### src/rtl/assert_macros.svh
// ----------------------------------------------------------------------------
// assert_macros.svh
// Concurrent assertion macros shared by the RTL. Define NO_ASSERTIONS to
// compile them away.
// ----------------------------------------------------------------------------
`ifndef ASSERT_MACROS_SVH
`define ASSERT_MACROS_SVH

`ifndef NO_ASSERTIONS

// Same-cycle implication, disabled while reset is asserted.
`define ASSERT_IMPLIES(label, clk, rst_n, ante, cons) \
  label: assert property (@(posedge clk) disable iff (!(rst_n)) (ante) |-> (cons)) \
    else $error("assertion failed: same-cycle implication");

// Next-cycle implication, disabled while reset is asserted.
`define ASSERT_NEXT(label, clk, rst_n, ante, cons) \
  label: assert property (@(posedge clk) disable iff (!(rst_n)) (ante) |=> (cons)) \
    else $error("assertion failed: next-cycle implication");

`else

`define ASSERT_IMPLIES(label, clk, rst_n, ante, cons)
`define ASSERT_NEXT(label, clk, rst_n, ante, cons)

`endif

`endif

### src/rtl/lvt_pkg.sv
// ----------------------------------------------------------------------------
// lvt_pkg
// Types and constants of the label vote table.
// ----------------------------------------------------------------------------
package lvt_pkg;

  localparam int NumSlotsDef  = 8;
  localparam int LabelBitsDef = 16;
  localparam int FieldW       = 16;  // label and winner fields on the ports
  localparam int ConfW        = 16;  // stored confidence
  localparam int ObsConfW     = 8;   // confidence of one observation

  typedef enum logic {
    CmdAdd    = 1'b0,
    CmdDecide = 1'b1
  } cmd_e;

  typedef enum logic [1:0] {
    StIdle,
    StScan,
    StWb
  } state_e;

  typedef struct packed {
    cmd_e                command;
    logic [FieldW-1:0]   obs_label;
    logic [ObsConfW-1:0] obs_confidence;
    logic [FieldW-1:0]   tie_label;
  } in_item_t;

  typedef struct packed {
    logic [FieldW-1:0] winner_label;
    logic [ConfW-1:0]  winner_confidence;
    logic              dropped;
  } out_item_t;

endpackage

### src/rtl/lvt_ram.sv
// ----------------------------------------------------------------------------
// lvt_ram
// Generic RAM: one write port, one read port with registered read data.
// ----------------------------------------------------------------------------
module lvt_ram #(
  parameter int Width = 32,
  parameter int Depth = 8,
  localparam int AddrW = (Depth > 1) ? $clog2(Depth) : 1
) (
  input  logic             clk_i,
  input  logic             we_i,
  input  logic [AddrW-1:0] waddr_i,
  input  logic [Width-1:0] wdata_i,
  input  logic             re_i,
  input  logic [AddrW-1:0] raddr_i,
  output logic [Width-1:0] rdata_o
);

  logic [Width-1:0] mem_q [Depth];
  logic [Width-1:0] rdata_q;

  always_ff @(posedge clk_i) begin
    if (we_i) begin
      mem_q[waddr_i] <= wdata_i;
    end
    if (re_i) begin
      rdata_q <= mem_q[raddr_i];
    end
  end

  assign rdata_o = rdata_q;

endmodule

### src/rtl/label_vote_table.sv
// ----------------------------------------------------------------------------
// label_vote_table
// Label vote table of one voxel: per-label confidence slots, add and decide.
// ----------------------------------------------------------------------------
// Flow: a new item is taken only while idle, after the last one is written back;
//   the slot RAM is read one entry per cycle through its single read port
//   and one shared compare stage, followed by a write-back state that waits
//   while the output is stalled and then registers the result.
// Reset: asynchronous, active low; all slots read as empty at once through
//   per-slot valid bits, and the stored winner clears to label 0, confidence 0.
// ----------------------------------------------------------------------------
`include "assert_macros.svh"

module label_vote_table #(
  parameter int NUM_SLOTS  = lvt_pkg::NumSlotsDef,
  parameter int LABEL_BITS = lvt_pkg::LabelBitsDef
) (
  input  logic              clk_i,
  input  logic              rst_ni,
  input  logic              in_valid_i,
  output logic              in_stall_o,
  input  lvt_pkg::in_item_t in_data_i,
  output logic              out_valid_o,
  input  logic              out_stall_i,
  output lvt_pkg::out_item_t out_data_o
);

  // Labels keep their low LABEL_BITS bits, capped at the port field width.
  localparam int LblW  = (LABEL_BITS < lvt_pkg::FieldW) ? LABEL_BITS : lvt_pkg::FieldW;
  localparam int ConfW = lvt_pkg::ConfW;
  localparam int IdxW  = (NUM_SLOTS > 1) ? $clog2(NUM_SLOTS) : 1;
  localparam int RamW  = LblW + ConfW;

  // --------------------------------------------------------------------------
  // Sequencer state
  // --------------------------------------------------------------------------
  lvt_pkg::state_e state_q, state_d;
  logic [IdxW-1:0] rd_idx_q, rd_idx_d;
  logic            accept;
  logic            out_free;
  logic            finish;
  logic            ram_re;

  // Latched item (payload, no reset needed)
  lvt_pkg::cmd_e                cmd_q;
  logic [LblW-1:0]              lbl_q;
  logic [lvt_pkg::ObsConfW-1:0] oconf_q;
  logic [LblW-1:0]              pref_q;

  // Compare stage: one slot per cycle behind the RAM read
  logic            cmp_vld_q;
  logic [IdxW-1:0] cmp_idx_q;
  logic [RamW-1:0] ram_rdata;
  logic [LblW-1:0] rd_lbl;
  logic [ConfW-1:0] rd_conf;

  // Scan trackers
  logic             hit_q, hit_d;
  logic [IdxW-1:0]  hit_idx_q, hit_idx_d;
  logic [ConfW-1:0] hit_conf_q, hit_conf_d;
  logic             emp_q, emp_d;
  logic [IdxW-1:0]  emp_idx_q, emp_idx_d;
  logic [LblW-1:0]  win_lbl_q, win_lbl_d;
  logic [ConfW-1:0] win_conf_q, win_conf_d;

  // Stored winner and slot valid bits
  logic [LblW-1:0]      best_lbl_q, best_lbl_d;
  logic [ConfW-1:0]     best_conf_q, best_conf_d;
  logic [NUM_SLOTS-1:0] slot_vld_q;

  // Write-back
  logic             ram_we;
  logic [IdxW-1:0]  ram_waddr;
  logic [RamW-1:0]  ram_wdata;
  logic [ConfW:0]   sum;
  logic [ConfW-1:0] sat_conf;
  logic             is_add_live;
  logic             drop;

  // Output register
  logic               out_valid_q;
  lvt_pkg::out_item_t out_q, out_d;

  assign accept   = in_valid_i && !in_stall_o;
  assign out_free = !out_valid_q || !out_stall_i;
  assign finish   = (state_q == lvt_pkg::StWb) && out_free;

  // --------------------------------------------------------------------------
  // Next state
  // --------------------------------------------------------------------------
  always_comb begin
    state_d  = state_q;
    rd_idx_d = rd_idx_q;
    case (state_q)
      lvt_pkg::StIdle: begin
        if (accept) begin
          state_d  = lvt_pkg::StScan;
          rd_idx_d = '0;
        end
      end
      lvt_pkg::StScan: begin
        // Issue one slot read per cycle; the last one goes to write-back.
        if (rd_idx_q == IdxW'(NUM_SLOTS - 1)) begin
          state_d = lvt_pkg::StWb;
        end else begin
          rd_idx_d = rd_idx_q + IdxW'(1);
        end
      end
      lvt_pkg::StWb: begin
        // Hold until the output register can take the result.
        if (out_free) begin
          state_d = lvt_pkg::StIdle;
        end
      end
      default: begin
        state_d = lvt_pkg::StIdle;
      end
    endcase
  end

  // --------------------------------------------------------------------------
  // Sequencer outputs
  // --------------------------------------------------------------------------
  always_comb begin
    in_stall_o = 1'b1;
    ram_re     = 1'b0;
    case (state_q)
      lvt_pkg::StIdle: in_stall_o = 1'b0;
      lvt_pkg::StScan: ram_re     = 1'b1;
      lvt_pkg::StWb:   ram_re     = 1'b0;
      default:         in_stall_o = 1'b1;
    endcase
  end

  always_ff @(posedge clk_i or negedge rst_ni) begin
    if (!rst_ni) begin
      state_q   <= lvt_pkg::StIdle;
      rd_idx_q  <= '0;
      cmp_vld_q <= 1'b0;
      cmp_idx_q <= '0;
    end else begin
      state_q   <= state_d;
      rd_idx_q  <= rd_idx_d;
      cmp_vld_q <= ram_re;
      cmp_idx_q <= rd_idx_q;
    end
  end

  // Capture the item on its transaction; labels trimmed to the stored width.
  always_ff @(posedge clk_i) begin
    if (accept) begin
      cmd_q   <= in_data_i.command;
      lbl_q   <= in_data_i.obs_label[LblW-1:0];
      oconf_q <= in_data_i.obs_confidence;
      pref_q  <= in_data_i.tie_label[LblW-1:0];
    end
  end

  // --------------------------------------------------------------------------
  // Slot RAM: {label, confidence}; a slot never written reads as empty.
  // --------------------------------------------------------------------------
  lvt_ram #(
    .Width (RamW),
    .Depth (NUM_SLOTS)
  ) u_slot_ram (
    .clk_i   (clk_i),
    .we_i    (ram_we),
    .waddr_i (ram_waddr),
    .wdata_i (ram_wdata),
    .re_i    (ram_re),
    .raddr_i (rd_idx_q),
    .rdata_o (ram_rdata)
  );

  always_comb begin
    if (slot_vld_q[cmp_idx_q]) begin
      rd_lbl  = ram_rdata[RamW-1:ConfW];
      rd_conf = ram_rdata[ConfW-1:0];
    end else begin
      rd_lbl  = '0;
      rd_conf = '0;
    end
  end

  // --------------------------------------------------------------------------
  // Shared compare stage. Add: find the matching slot and the first empty
  // one. Decide: keep a strictly greater confidence, or an equal one that
  // carries the nonzero tie label.
  // --------------------------------------------------------------------------
  always_comb begin
    hit_d      = hit_q;
    hit_idx_d  = hit_idx_q;
    hit_conf_d = hit_conf_q;
    emp_d      = emp_q;
    emp_idx_d  = emp_idx_q;
    win_lbl_d  = win_lbl_q;
    win_conf_d = win_conf_q;
    if (accept) begin
      hit_d      = 1'b0;
      hit_idx_d  = '0;
      hit_conf_d = '0;
      emp_d      = 1'b0;
      emp_idx_d  = '0;
      win_lbl_d  = '0;
      win_conf_d = '0;
    end else if (cmp_vld_q) begin
      if (cmd_q == lvt_pkg::CmdAdd) begin
        if (!hit_q && (rd_lbl == lbl_q)) begin
          hit_d      = 1'b1;
          hit_idx_d  = cmp_idx_q;
          hit_conf_d = rd_conf;
        end
        if (!emp_q && (rd_lbl == '0)) begin
          emp_d     = 1'b1;
          emp_idx_d = cmp_idx_q;
        end
      end else begin
        if ((rd_conf > win_conf_q) ||
            ((pref_q != '0) && (rd_lbl == pref_q) && (rd_conf == win_conf_q))) begin
          win_lbl_d  = rd_lbl;
          win_conf_d = rd_conf;
        end
      end
    end
  end

  always_ff @(posedge clk_i or negedge rst_ni) begin
    if (!rst_ni) begin
      hit_q      <= 1'b0;
      hit_idx_q  <= '0;
      hit_conf_q <= '0;
      emp_q      <= 1'b0;
      emp_idx_q  <= '0;
      win_lbl_q  <= '0;
      win_conf_q <= '0;
    end else begin
      hit_q      <= hit_d;
      hit_idx_q  <= hit_idx_d;
      hit_conf_q <= hit_conf_d;
      emp_q      <= emp_d;
      emp_idx_q  <= emp_idx_d;
      win_lbl_q  <= win_lbl_d;
      win_conf_q <= win_conf_d;
    end
  end

  // --------------------------------------------------------------------------
  // Write-back. The tracker values already include the last slot compared.
  // A zero label changes nothing; a full table drops a label that it does not hold.
  // --------------------------------------------------------------------------
  assign sum         = {1'b0, hit_conf_d} + (ConfW + 1)'(oconf_q);
  assign sat_conf    = sum[ConfW] ? '1 : sum[ConfW-1:0];
  assign is_add_live = (cmd_q == lvt_pkg::CmdAdd) && (lbl_q != '0);
  assign drop        = is_add_live && !hit_d && !emp_d;

  assign ram_we    = finish && is_add_live && (hit_d || emp_d);
  assign ram_waddr = hit_d ? hit_idx_d : emp_idx_d;
  assign ram_wdata = {lbl_q, (hit_d ? sat_conf : ConfW'(oconf_q))};

  always_comb begin
    best_lbl_d  = best_lbl_q;
    best_conf_d = best_conf_q;
    if (cmd_q == lvt_pkg::CmdDecide) begin
      best_lbl_d  = win_lbl_d;
      best_conf_d = win_conf_d;
    end
  end

  always_comb begin
    out_d                   = out_q;
    out_d.winner_label      = lvt_pkg::FieldW'(best_lbl_d);
    out_d.winner_confidence = best_conf_d;
    out_d.dropped           = drop;
  end

  always_ff @(posedge clk_i or negedge rst_ni) begin
    if (!rst_ni) begin
      best_lbl_q  <= '0;
      best_conf_q <= '0;
      slot_vld_q  <= '0;
      out_valid_q <= 1'b0;
    end else begin
      if (finish) begin
        best_lbl_q  <= best_lbl_d;
        best_conf_q <= best_conf_d;
        out_valid_q <= 1'b1;
      end else if (!out_stall_i) begin
        // Drop the result once its transaction completes.
        out_valid_q <= 1'b0;
      end
      if (ram_we) begin
        slot_vld_q[ram_waddr] <= 1'b1;
      end
    end
  end

  // Result payload: load only on write-back, hold while stalled.
  always_ff @(posedge clk_i) begin
    if (finish) begin
      out_q <= out_d;
    end
  end

  assign out_valid_o = out_valid_q;
  assign out_data_o  = out_q;

  // --------------------------------------------------------------------------
  // Assertions
  // --------------------------------------------------------------------------
  // A new item always starts its scan at slot zero.
  `ASSERT_NEXT(a_scan_start, clk_i, rst_ni, accept, state_q == lvt_pkg::StScan && rd_idx_q == '0)
  // Every slot read issued is compared in the following cycle.
  `ASSERT_NEXT(a_cmp_follows, clk_i, rst_ni, ram_re, cmp_vld_q)
  // A table write ends the item and hands a result to the output.
  `ASSERT_NEXT(a_write_ends, clk_i, rst_ni, ram_we, (state_q == lvt_pkg::StIdle) && out_valid_q)
  // A drop reported on the output came from an add.
  `ASSERT_IMPLIES(a_drop_add, clk_i, rst_ni, finish && drop, cmd_q == lvt_pkg::CmdAdd)

endmodule

### config.mk
export PLATFORM = sky130hd
export DESIGN_NAME = label_vote_table
export DESIGN_NICKNAME = d
export VERILOG_FILES = /design/src/rtl/lvt_pkg.sv /design/src/rtl/lvt_ram.sv /design/src/rtl/label_vote_table.sv
export VERILOG_INCLUDE_DIRS = /design/src /design/src/rtl
export SDC_FILE = /design/constraint.sdc
export NUM_CORES = 1
export LEC_CHECK = 0
export ABC_AREA = 1
export BUFFER_PORTS_ARGS = -buffer_cell sky130_fd_sc_hd__buf_2
export CAP_MARGIN = 20
export CORE_AREA = 8 8 221 223
export CTS_BUF_LIST = sky130_fd_sc_hd__clkbuf_8 sky130_fd_sc_hd__clkbuf_16
export CTS_CLUSTER_DIAMETER = 100
export DETAILED_ROUTE_END_ITERATION = 7
export DIE_AREA = 0 0 229 231
export PLACE_DENSITY = 0.7
export SLEW_MARGIN = 20
export SYNTH_ARGS = -nofsm -noshare
export SYNTH_HDL_FRONTEND = slang
export SYNTH_SLANG_ARGS = --single-unit
### constraint.sdc
create_clock -name clk_i -period 5.1 [get_ports clk_i]
set_input_delay 0.255 -clock clk_i [delete_from_list [all_inputs] [get_ports clk_i]]
set_output_delay 0.255 -clock clk_i [all_outputs]
set_load 0.03 [all_outputs]
### After elaboration in Yosys (flattened, before gate mapping)

Memory sizes are Yosys's and may differ from the RTL's. A register that Yosys moved wholly into a read port is not among the register bits.
Cells that the tools add are included.

| storage, ports and cells | value |
|---|---|
| memories kept | 1 |
| output and inout bits | 35 |
| bits in writable memories | 256 |
| register bits after elaboration | 180 |

| cells by class | value |
|---|---|
| eq/ne operators | 11 |
| $lt $le $gt $ge | 4 |
| reduce and logical (&&, ||, !) cells | 28 |
| mux-type cells | 52 |
| add/sub/neg operators | 2 |
| bitwise operators | 2 |

Memory list:

| name | words | width | rd ports | clocked after memory_dff | write ports | line | text |
|---|---|---|---|---|---|---|---|
| u_slot_ram.mem_q | 8 | 32 | 1 | 1 | 1 | lvt_ram.sv:19 | `logic [Width-1:0] mem_q [Depth];` |

Operators by type and width:

| operator | count |
|---|---|
| 16-bit two-way mux | 18 |
| 16-bit equality test | 3 |
| 3-bit two-way mux | 11 |
| 16-bit nonzero test | 2 |
| 16-bit by 8-bit adder with 17-bit output | 1 |
| 16-bit greater-than comparator | 1 |
| 16-bit zero test | 1 |
| 1-bit two-way mux | 16 |
| 1-bit logical AND | 12 |
| 3-bit by 4-bit < comparator with 1-bit output, second input constant | 2 |
| 2-bit != test, second input constant | 4 |
| 8-bit OR | 1 |
| 1-bit zero test | 6 |
| 2-bit two-way mux | 3 |
| 2-bit case mux with 3 select lines | 1 |
| 3-bit case mux with 2 select lines | 1 |
| 3-bit AND reduction | 2 |
| 3-bit by 1-bit adder with 3-bit output, second input constant | 1 |
| 1-bit binary-select mux with 3-bit select | 1 |
| 1-bit demux with 3-bit select | 1 |
| 3-bit equality test, second input constant | 1 |
| 3-bit by 1-bit >= comparator with 1-bit output, second input constant | 1 |
| 1-bit logical OR | 3 |
| 2-bit by 1-bit equality test with 1-bit output, second input constant | 1 |
| 5 further kinds | 5 |

### Longest topological paths before layout

| depth | value |
|---|---|
| depth after elaboration | 15 |
| mapped depth | 31 |
| depth with buffers taken out | 30 |

### Modules after synthesis

From an unflattened synthesis, not the netlist that was laid out.

| second synthesis, totals | value |
|---|---|
| cell total of the unflattened synthesis | 2,309 |
| area, all modules | 21,952.3 µm² |

Modules (own cells, without submodules):

| module | cells an instance | instances | area an instance (µm²) | sequential area each (µm²) |
|---|---|---|---|---|
| lvt_ram | 1,156 | 1 | 12,192.9 | 8,648.3 |
| label_vote_table | 1,153 | 1 | 9,759.4 | 4,874.7 |

### Least setup slack after synthesis

No wires, ideal clock.

| timing | value |
|---|---|
| path kind | reg2reg |
| start | register state_q[1] |
| end | memory u_slot_ram.mem_q[0][15], data pin |
| data required time | 4.876 ns |
| period minus slack after synthesis | 4.486 ns |
| cell stages (with the launch flop) | 19 |
| buffers on the path | 1 |
| slack | 0.614 ns |
| arrival | 4.263 ns |
| path through | dfrtp_1 > nor2_1 > nand2_1 > inv_1 > clkbuf_1 > a211oi_1 > ha_1 > nand3_1 > nand2_1 > a21oi_1 > nor2_1 > nor2_1 > o21ai_0 > a21oi_1 > nor2_1 > nand3_1 > nor2_1 > nor2_1 > a21oi_1 |

| on the way | value |
|---|---|
| longest elaborated chain between the ends | 6 |
| elaborated cells on any way between the ends | 7 |
| those cells by class | add/sub (1); mux (4); reduce/logical (2) |

RTL lines:

| item | line | text |
|---|---|---|
| from (decl) | label_vote_table.sv:37 | `lvt_pkg::state_e state_q, state_d;` |
| from (signal assigned) | label_vote_table.sv:137 | `state_q <= lvt_pkg::StIdle;` |
| from (signal assigned) | label_vote_table.sv:142 | `state_q <= state_d;` |
| 2-bit zero test | label_vote_table.sv:127 | `case (state_q)` |
| 1-bit logical AND | label_vote_table.sv:84 | `assign accept = in_valid_i && !in_stall_o;` |
| net accept | label_vote_table.sv:39 | `logic accept;` |
| 16-bit two-way mux | label_vote_table.sv:198 | `if (accept) begin` |
| net hit_conf_d[2] | label_vote_table.sv:60 | `logic [ConfW-1:0] hit_conf_q, hit_conf_d;` |
| 16-bit by 8-bit adder with 17-bit output | label_vote_table.sv:251 | `assign sum = {1'b0, hit_conf_d} + (ConfW + 1)'(oconf_q);` |
| 16-bit two-way mux | label_vote_table.sv:252 | `assign sat_conf = sum[ConfW] ? '1 : sum[ConfW-1:0];` |
| 16-bit two-way mux | label_vote_table.sv:258 | `assign ram_wdata = {lbl_q, (hit_d ? sat_conf : ConfW'(oconf_q))};` |
| net ram_wdata[15] | label_vote_table.sv:74 | `logic [RamW-1:0] ram_wdata;` |
| to (decl) | lvt_ram.sv:19 |  |

The timed path passes the listed nets, and every way through them passes these cells.

### Worst setup path in the final report

| timing | value |
|---|---|
| start | register cmp_idx_q[0] |
| end | memory u_slot_ram.mem_q[6][2], data pin |

| on the way | value |
|---|---|
| longest elaborated chain between the ends | 12 |
| elaborated cells on any way between the ends | 17 |
| those cells by class | add/sub (1); eq/ne (1); mux (14); reduce/logical (1) |

RTL lines:

| item | line | text |
|---|---|---|
| from (decl) | label_vote_table.sv:52 | `logic [IdxW-1:0] cmp_idx_q;` |
| from (signal assigned) | label_vote_table.sv:145 | `cmp_idx_q <= rd_idx_q;` |
| 1-bit binary-select mux with 3-bit select (*) | label_vote_table.sv:176 | `if (slot_vld_q[cmp_idx_q]) begin` |
| 1-bit two-way mux (not written as such) (*) | label_vote_table.sv:176 |  |
| 16-bit two-way mux | label_vote_table.sv:176 |  |
| 16-bit equality test | label_vote_table.sv:208 | `if (!hit_q && (rd_lbl == lbl_q)) begin` |
| 1-bit logical AND | label_vote_table.sv:208 |  |
| 16-bit two-way mux (*) | label_vote_table.sv:208 |  |
| 16-bit two-way mux (*) | label_vote_table.sv:207 | `if (cmd_q == lvt_pkg::CmdAdd) begin` |
| 16-bit two-way mux (*) | label_vote_table.sv:206 | `end else if (cmp_vld_q) begin` |
| 16-bit two-way mux (*) | label_vote_table.sv:198 |  |
| net hit_conf_d[0] | label_vote_table.sv:60 |  |
| 16-bit by 8-bit adder with 17-bit output (*) | label_vote_table.sv:251 |  |
| 16-bit two-way mux (*) | label_vote_table.sv:252 |  |
| 16-bit two-way mux (*) | label_vote_table.sv:258 |  |
| net ram_wdata[2] | label_vote_table.sv:74 |  |

Mark *: on every way through the listed nets, which the timed path passes. The rest lies on a longest branch. The select of a mux whose other input is x is not followed.

==> summary.md <==
The run finished with clean final reports. The HPWL after detailed placement is 30.2 mm. The H-tree was split into 2 levels. Counting every net in the synthesized netlist gives 1988. Via count normalized by instance count: 5.37.

Entering global routing, the biggest net connects 95 pins. The largest fanout of any net on the critical path works out to 9. The worst min-delay path endpoint is hit_conf_q[0]$_DFF_PN0_.

The type of element capturing the critical path was a flop. The floorplan has 78 rows. After Yosys synthesis, full adders, half adders and majority gates account for 1.67% of the synthesized area. TritonCTS built the clock tree. The initial antenna violation count came out at 0.

The reported max-cap violation count was 0. The compound-cell area share of the yosys netlist is 9.16%, and the switching share of total power is 36.2%. The instance count along the most critical hold path came out at 4. Start of the worst register-to-register path: cmp_idx_q[0]$_DFF_PN0_. The synthesized netlist devotes 0.764% of its cell area to XOR and XNOR gates.

After Yosys synthesis, and, or, nand and nor cells account for 17.0% of the synthesized area. The power density over the cells was 530 mW/mm^2. Measured along the y axis, the die boundary spans 231 um.

The share of synthesized area in the top cell type comes to 52.7%. The area enclosed by the die boundary was 0.0529 mm^2; the leakage dissipation was 9.57 nW. For this run, the top clock speed supported by timing is 0.214 GHz.

Kind of launch point of the worst setup path: a flop. In the final design database the tool counted 2109 nets. The tools report the launch instance of the worst min-delay path as in_valid_i. The number of buffers and inverters on the critical path is 6. After synthesis, flip-flops and latches occupy 65.5% of the total area.

The tools report the wire length reported by the detailed router as 48.9 mm. Global routing consumed, over all layers together, 18.2% of the routing resources. In this run the clock root is driven by a clkbuf_16. The tools report the number of global-route vias before repair as 14100. At the end of routability-driven placement, the weighted congestion stood at 0.885. STA puts the critical path data required time at 5430 ps. The number of cells on the worst reg-to-reg path is 31. The synthesized area per cell came out at 10.8 um^2.

By area, the combinational part of the netlist is dominated by simple AND/OR/NAND/NOR gates. The tools report the maximum VDD drop as 0.000294 V. For the antenna diode count, the log shows 0. After synthesis the cells add up to 0.0206 mm^2.

The area growth from synthesis to layout was 15.7%; the clock insertion delay at the later pin of the skew report was 600 ps. The final antenna-violating net count came out at 0. The tree built by TritonCTS fans out to 468 sinks. In the final layout, the share of cells above drive strength 1 is 12.8%. Once placement finished, the instance area stood at 0.0218 mm^2. Cell occurring most often along the worst timing path: nand2_1. The number of clock buffers added by TritonCTS is 47. The number of port buffers is 79.

The count of fill cells added during filler insertion is 3849. For the final max-slew violation count, the log shows 0. For the pin with the worst max-slew slack, the measured transition is 948 ps.

The clock network fraction of total power came out at 26.8%. The synthesized instance count is 1916, and the internal power contribution is 8.07 mW. The tools report the number of vias in the routed layout as 14400. The initial utilization of the core area, before any placement, comes to 45.8%. The tools report the count of different cell masters after synthesis as 46. After clock tree synthesis, the clock-pin slew on the worst setup and hold paths is 60 ps. After detailed routing, the number of remaining DRC violations is 0. Setup violations remaining at the end of the flow were counted as 0. The floorplan step defined a core boundary enclosing 0.0451 mm^2.

The tightest min-delay check is of the primary input to flop type. edfxtp_1 takes more of the synthesized area than any other cell. The clock passes through at most 3 buffers. The first detailed-routing pass took 7 iterations.

The remaining max-slew budget at the tightest pin is 36.8%, and the die span in x is 229 um. After detailed routing, the average wire length per cell comes to 18.3 um. After synthesis the netlist holds a flip-flop and latch count of 468. The count of final hold-check violations came out at 0. Type of the worst setup path: flop to flop. For the worst setup path, the data arrival time is 5000 ps. In this run, the combinational gates consume 31.1% of the power. Sequential share of power: 42.0%. The endpoint identified for the worst register-to-register timing path is u_slot_ram.mem_q[6][2]$_DFFE_PP_.

Summed over all layers, the global routing overflow is 0. After synthesis, the cell types taking the most area are edfxtp_1 53%, dfrtp_1 13%, nor2_1 5.3%. The worst hold slack across all endpoints was 233 ps. In this run the register-to-register setup slack is 430 ps. Between clock sinks in the finished design, the worst skew comes to 23.6 ps. Once layout is done, the placed cells without fillers occupy 0.0239 mm^2. The post-synthesis mux area share was 0%.

Top cell family by delay on the critical path: simple AND/OR/NAND/NOR gates. 80 I/O pins were placed. Yosys printed 0 warnings. For the global-route wire length before repair, the log shows 77.4 mm.

The largest single stage delay on the critical path is 410 ps. The part of the cycle the worst path needs was 91.6%. The worst path in the final design needs a cycle of 4670 ps, including I/O delays and setup.

After the first detailed-routing iteration, the DRC count stood at 1335. For this design the total switching power over the nets is 4.58 mW. Among all stages on the critical path, the largest delay is contributed by dfrtp_1.
[worst max path at each step]
stage	start	to	slack, ps	cells after the start
floorplan	state_q[1]$_DFFE_PN0P_	u_slot_ram.mem_q[0][15]$_DFFE_PP_	610	18
global placement	cmp_idx_q[0]$_DFF_PN0_	u_slot_ram.mem_q[6][2]$_DFFE_PP_	380	29
detailed placement	cmp_idx_q[0]$_DFF_PN0_	u_slot_ram.mem_q[5][15]$_DFFE_PP_	190	27
CTS	cmp_idx_q[0]$_DFF_PN0_	u_slot_ram.mem_q[3][15]$_DFFE_PP_	110	27
global route	cmp_idx_q[0]$_DFF_PN0_	u_slot_ram.mem_q[0][15]$_DFFE_PP_	-2	28
finish	cmp_idx_q[0]$_DFF_PN0_	u_slot_ram.mem_q[6][2]$_DFFE_PP_	430	31
[routing by layer]
layer	up-vias	track usage, %	wire [um]
met3	97	3.48	3310
met5	-	0	0
met4	0	6.56	1410
met1	6923	24.9	22000
met2	485	28.7	22100
li1	6861	-	-
[worst register-to-register path: cells and delay by family (launching register included)]
kind | cells | cell delay [ps]
simple gates | 17 | 1830
buf+inv | 6 | 840
compound gates | 6 | 700
fa+ha+maj | 2 | 630
flops | 1 | 410
[through the flow]
step	std cells	util [%]	worst slack (ps)	TNS (ps)	total power, mW
final	2675	53.0	428	0	12.6
after detailed placement	2536	48.3	188	0	9.23
after floorplan	1916	-	614	0	8.06
after global routing	2675	53.0	-2.25	-13.5	13.4
after global placement	2536	48.3	383	0	9.12
after CTS	2666	52.6	114	0	12.7
[cells in the final DEF, fill, tap and decap left out, types with 4 or more instances in the layout]
master,count
edfxtp_1,362
nor2_1,283
nand2_1,282
inv_1,196
o21ai_0,164
dfrtp_1,104
nand3_1,98
buf_2,78
nand4_1,60
clkbuf_16,47
dlygate4sd3_1,43
buf_4,36
o22ai_1,35
a31oi_1,33
a21boi_0,29
ha_1,26
a21oi_1,24
nand3_2,17
clkinv_1,14
inv_2,12
nor2_4,11
o21ai_1,11
xor2_1,11
a21oi_2,10
buf_12,10
nand3_4,9
xnor2_1,7
a211oi_1,5
nor3_1,5
nor2_2,5
bufinv_16,5
clkinvlp_4,5
nor4_1,4
[flip-flops by register name, indices dropped and copies added, names as in the netlist, 2 cells and up]
signal,flops
win_conf_q,16
best_conf_q,16
hit_idx_q,3
u_slot_ram.rdata_o,32
pref_q,16
emp_idx_q,3
hit_conf_q,16
rd_idx_q,3
oconf_q,8
state_q,2
slot_vld_q,8
u_slot_ram.mem_q,256
win_lbl_q,16
cmp_idx_q,3
best_lbl_q,16
out_data_o,33
lbl_q,16
[layout make-up]
cell class,count,area (um^2),share of cell area [%]
multi-input combinational,1153,6030,25.3
tap,600,751,3.14
clock buffer,47,1180,4.92
timing repair buffer,168,1300,5.45
clock inverter,40,347,1.45
inverter,199,747,3.13
sequential,468,13500,56.6
[cell usage after synthesis, drive strengths merged]
cell / count
buf: 30
o22ai: 35
o21ai: 176
inv: 196
dfrtp: 106
or2: 1
nand3b: 1
o21bai: 2
a21oi: 36
xor2: 11
xnor2: 7
o221ai: 1
nor4: 4
nand2: 284
nor2: 299
o211ai: 1
a21boi: 29
a221oi: 1
o21a: 1
ha: 26
a31oi: 38
clkbuf: 68
nand3: 122
nor3: 5
nand4: 61
o41ai: 1
clkinv: 3
a211oi: 5
and2: 3
edfxtp: 362
fa: 1
[logic make-up (layout without fill, tap and decap cells)]
logic type      after synthesis  after routing
flops                       468            468
fa+ha+maj                    27             27
simple gates                780            782
xor+xnor                     18             18
compound gates              326            326
buf+inv                     297            454
[power groups by stage]
stage / Clock, mW / Combinational [mW] / Sequential [mW]
floorplan: 0 / 2.77 / 5.29
global placement: 0 / 3.74 / 5.38
detailed placement: 0 / 3.85 / 5.38
CTS: 3.46 / 3.90 / 5.30
global route: 3.59 / 4.46 / 5.36
finish: 3.39 / 3.94 / 5.32
[timing repair]
action | CTS | global route
resized for setup | 0 | 18
hold endpoints to repair | 97 | 0
hold buffers | 43 | 0
setup buffers | 0 | 7
endpoints found under the setup margin | 0 | 128
(Power assumes the default switching activity.)
